`src/rtl/dlp_ram.sv`:
```
// Generic single-write, single-read synchronous RAM with registered read data.
// Used for every memory of the DAG longest-path unit. No dependencies.
`timescale 1ns / 1ps

module dlp_ram #(
  parameter int unsigned WIDTH = 8,
  parameter int unsigned DEPTH = 16
) (
  input  logic                     clk,
  input  logic                     we,
  input  logic [$clog2(DEPTH)-1:0] waddr,
  input  logic [WIDTH-1:0]         wdata,
  input  logic [$clog2(DEPTH)-1:0] raddr,
  output logic [WIDTH-1:0]         rdata
);

  logic [WIDTH-1:0] mem [DEPTH];

  // Write port
  always_ff @(posedge clk) begin
    if (we) begin
      mem[waddr] <= wdata;
    end
  end

  // Registered read port
  always_ff @(posedge clk) begin
    rdata <= mem[raddr];
  end

endmodule

```
`config.mk`:
```
export PLATFORM = sky130hd
export DESIGN_NAME = dlp_ram
export DESIGN_NICKNAME = d
export VERILOG_FILES = /design/src/rtl/dlp_ram.sv
export SDC_FILE = /design/constraint.sdc
export NUM_CORES = 1
export LEC_CHECK = 0
export BUFFER_PORTS_ARGS = -buffer_cell sky130_fd_sc_hd__buf_2
export CORE_UTILIZATION = 60
export CTS_BUF_LIST = sky130_fd_sc_hd__clkbuf_16
export DETAILED_ROUTE_END_ITERATION = 12
export GPL_TIMING_DRIVEN = 0
export MAX_ROUTING_LAYER = met4
export PLACE_DENSITY = 0.84
export SYNTH_ARGS = -nofsm -noshare
export SYNTH_HDL_FRONTEND = slang
export SYNTH_SLANG_ARGS = --single-unit
```
`constraint.sdc`:
```
create_clock -name clk -period 1.92 [get_ports clk]
set_input_delay 0.192 -clock clk [delete_from_list [all_inputs] [get_ports clk]]
set_output_delay 0.192 -clock clk [all_outputs]
set_load 0.01 [all_outputs]
```
==> metrics.yaml <==
outcome:
  status: "completed"
detailed_routing:
  wirelength_um: 10260
  wire_per_inst_um: 26.30
  drt_pre_antenna_iters: 5
  ant_nets: 0
  drt_iter0_drc: 222
  via_per_inst: 6.367
  vias: 2483
  drc: 0
power_and_ir_drop:
  power_leakage_nw: 2.065
  max-vdd-ir-drop_v: 0.0007897
  p_switching_w: 0.001390
  switching_share_pct: 19.14
  comb_power_share_pct: 4.5
  power_frac_seq_pct: 46.0
  p_per_area_nw_per_um2: 1198
  power.clock.fraction_pct: 49.5
  p_int_w: 0.005872
worst_setup_path:
  slowest_stage: "nor3_1"
  critPathKind: "input port to flip-flop"
  worstPathRequired_ns: 1.94
  startpoint_type: "input port"
  path_buf_inv: 1
  cp_max_fo: 8
  critical_path.top_delay_family: "simple AND/OR/NAND/NOR gates"
  arrival_ns: 1.78
  cp_cell_sequence: "buf_2 -> or3b_2 -> nor3_1"
  cp-end-kind: "flip-flop"
  cpPeakStageDelay_ns: 0.93
synthesis:
  netlist_top_cells_area: "edfxtp_1, mux4_2, mux4_1"
  yosysMostFrequentCell: "edfxtp_1"
  synthFlopType: "edfxtp_1"
  postSynthAreaPerCell_sq_um: 22.48
  yosys-top-cells-count: "edfxtp_1, mux4_2, a22oi_1"
  synthCells: 229
  syn_nets: 247
  syn_area_sq_um: 5147
  ys_seq_area_share_pct: 77.78
  synth_edf_count: 128
  ys_seq_elements: 136
  synth.top_cell.area_share_pct: 74.67
  yosysWarningCount: 0
  yosys.cell_types.count: 19
  yosysTopAreaCell: "edfxtp_1"
  async_flop_share_pct: 0
cts:
  clockRootBuffer: "clkbuf_16"
  clk_transition_reported_paths_ns: 0.06
  clock_sinks: 136
  h-tree-depth: 4
  clock_latency_ns: 0.41
  cts.repair.resized: 0
  cts_hold_buf: 0
  cts_tree: "built"
  clockBufferDepth: 2
  numCtsBuffers: 17
  post_cts_buffers: 0
final_layout:
  fillCellCount: 460
  fin_cells: 390
  final_area_sq_um: 6060
  final_util_pct: 73.38
  n_antenna_cell: 0
  layout.nets: 290
  layout-drive-gt1-share_pct: 28.77
  area_delta_synth_final_pct: 17.72
placement:
  dpl_worst_slack_ns: -0.2402
  hpwl_um: 5932
  io_buffer_count: 24
  routabilityCongestion: 0.7461
  dpl_cell_area_sq_um: 5399
  dpl.cell_count: 358
timing:
  setup_ws_ns: 0.1646
  fmax_ghz: 0.5697
  grt_setup_unrepaired: "no"
  worst_slew_margin_rel_pct: 17.85
  setup_viol: 0
  min_period_ns: 1.755
  finalCritPeriodShare_pct: 91.43
  slew_viol_final: 0
  tightest_slew_ns: 1.223
  whs_ns: 0.1818
  hold_viol: 0
  finClkSkew_ns: 0.01089
global_route:
  globalRoute.totalOverflow: 0
  grt_pass1_wl_um: 14970
  grt_usage_pct: 26.52
  grt_pass1_vias: 2403
  grt_start_max_net_pins: 17
  antenna_found_initial: 0
floorplan:
  initial_utilization_pct: 62.33
  die_w_um: 94.63
  core_sq_um: 8258
  dieArea_sq_um: 8954
  io_pins: 26
  die_h_um: 94.63
  rows: 33
run:
  max_cap_viol_count: 0
min_path:
  hp-class: "input port to flip-flop"
metal layers:
layer / share of wire (%) / vias to the layer above / global-route usage, %
met1: 41 / 1246 / 37.35
met4: 2.4 / 0 / 10.73
met3: 8.3 / 22 / 8.052
met5: 0 / - / -
li1: - / 1060 / -
met2: 48 / 155 / 36.63
area by class of cell:
class                   instances  area [sq um]  area share [%]
plain buffers                  10         86.33           1.425
well taps                     105         131.4           2.168
multi-input cells              83          1057           17.45
repair buffers                 24         120.1           1.982
clock inverters                15         235.2           3.882
clock buffers                  17         425.4           7.020
flip-flops and latches        136          4004           66.07
final timing paths:
kind | from | to | slack [ns] | cells past startpoint
worst max-delay path | waddr[2] | mem[0][2]$_DFFE_PP_ | 0.16 | 3
worst min-delay path | wdata[6] | mem[3][6]$_DFFE_PP_ | 0.18 | 1
worst max register to register | mem[2][5]$_DFFE_PP_ | rdata[5]$_DFF_P_ | 0.52 | 3
worst min register to register | mem[11][2]$_DFFE_PP_ | rdata[2]$_DFF_P_ | 0.68 | 3
cells in the final DEF, fill, tap and decap left out, drive strengths merged, types with 2 or more instances in the layout:
master and instances:
clkinv 6, nand2 9, nor2 13, clkbuf 17, buf 31, mux4 32, bufinv 6, inv 2
clkdlybuf4s25 3, edfxtp 128, nand3b 2, nor3 4, dfxtp 8, a22oi 16, nand2b 2
power groups by stage:
stage / Sequential (W) / Clock (W) / Combinational [W]
4_1_cts: 0.00334 / 0.00363 / 0.000326
3_5_place_dp: 0.00340 / 0 / 0.000318
3_3_place_gp: 0.00339 / 0 / 0.000305
2_1_floorplan: 0.00340 / 0 / 0.000168
5_1_grt: 0.00334 / 0.00375 / 0.000345
6_report: 0.00334 / 0.00360 / 0.000325
sequential cells by signal (all words and copies together), names as in the netlist:
signal  flops
mem       128
rdata       8
stage by stage:
step | TNS [ns] | power, W
after global routing | 0 | 0.007437
after global placement | -2.368 | 0.003696
final | 0 | 0.007262
after detailed placement | -2.175 | 0.003715
after floorplan | 0 | 0.003573
after CTS | 0 | 0.007298
logic make-up (layout without fill, tap and decap cells):
logic type	count (synthesis)	count (layout)	synth area share, %
AO/OA/AOI/OAI	16	16	2.334
buffers and inverters	10	66	1.677
flip-flops	136	136	77.78
multiplexers	32	32	15.02
AND/OR/NAND/NOR	35	35	3.184
Note: power is estimated with default switching activity, not from simulation.
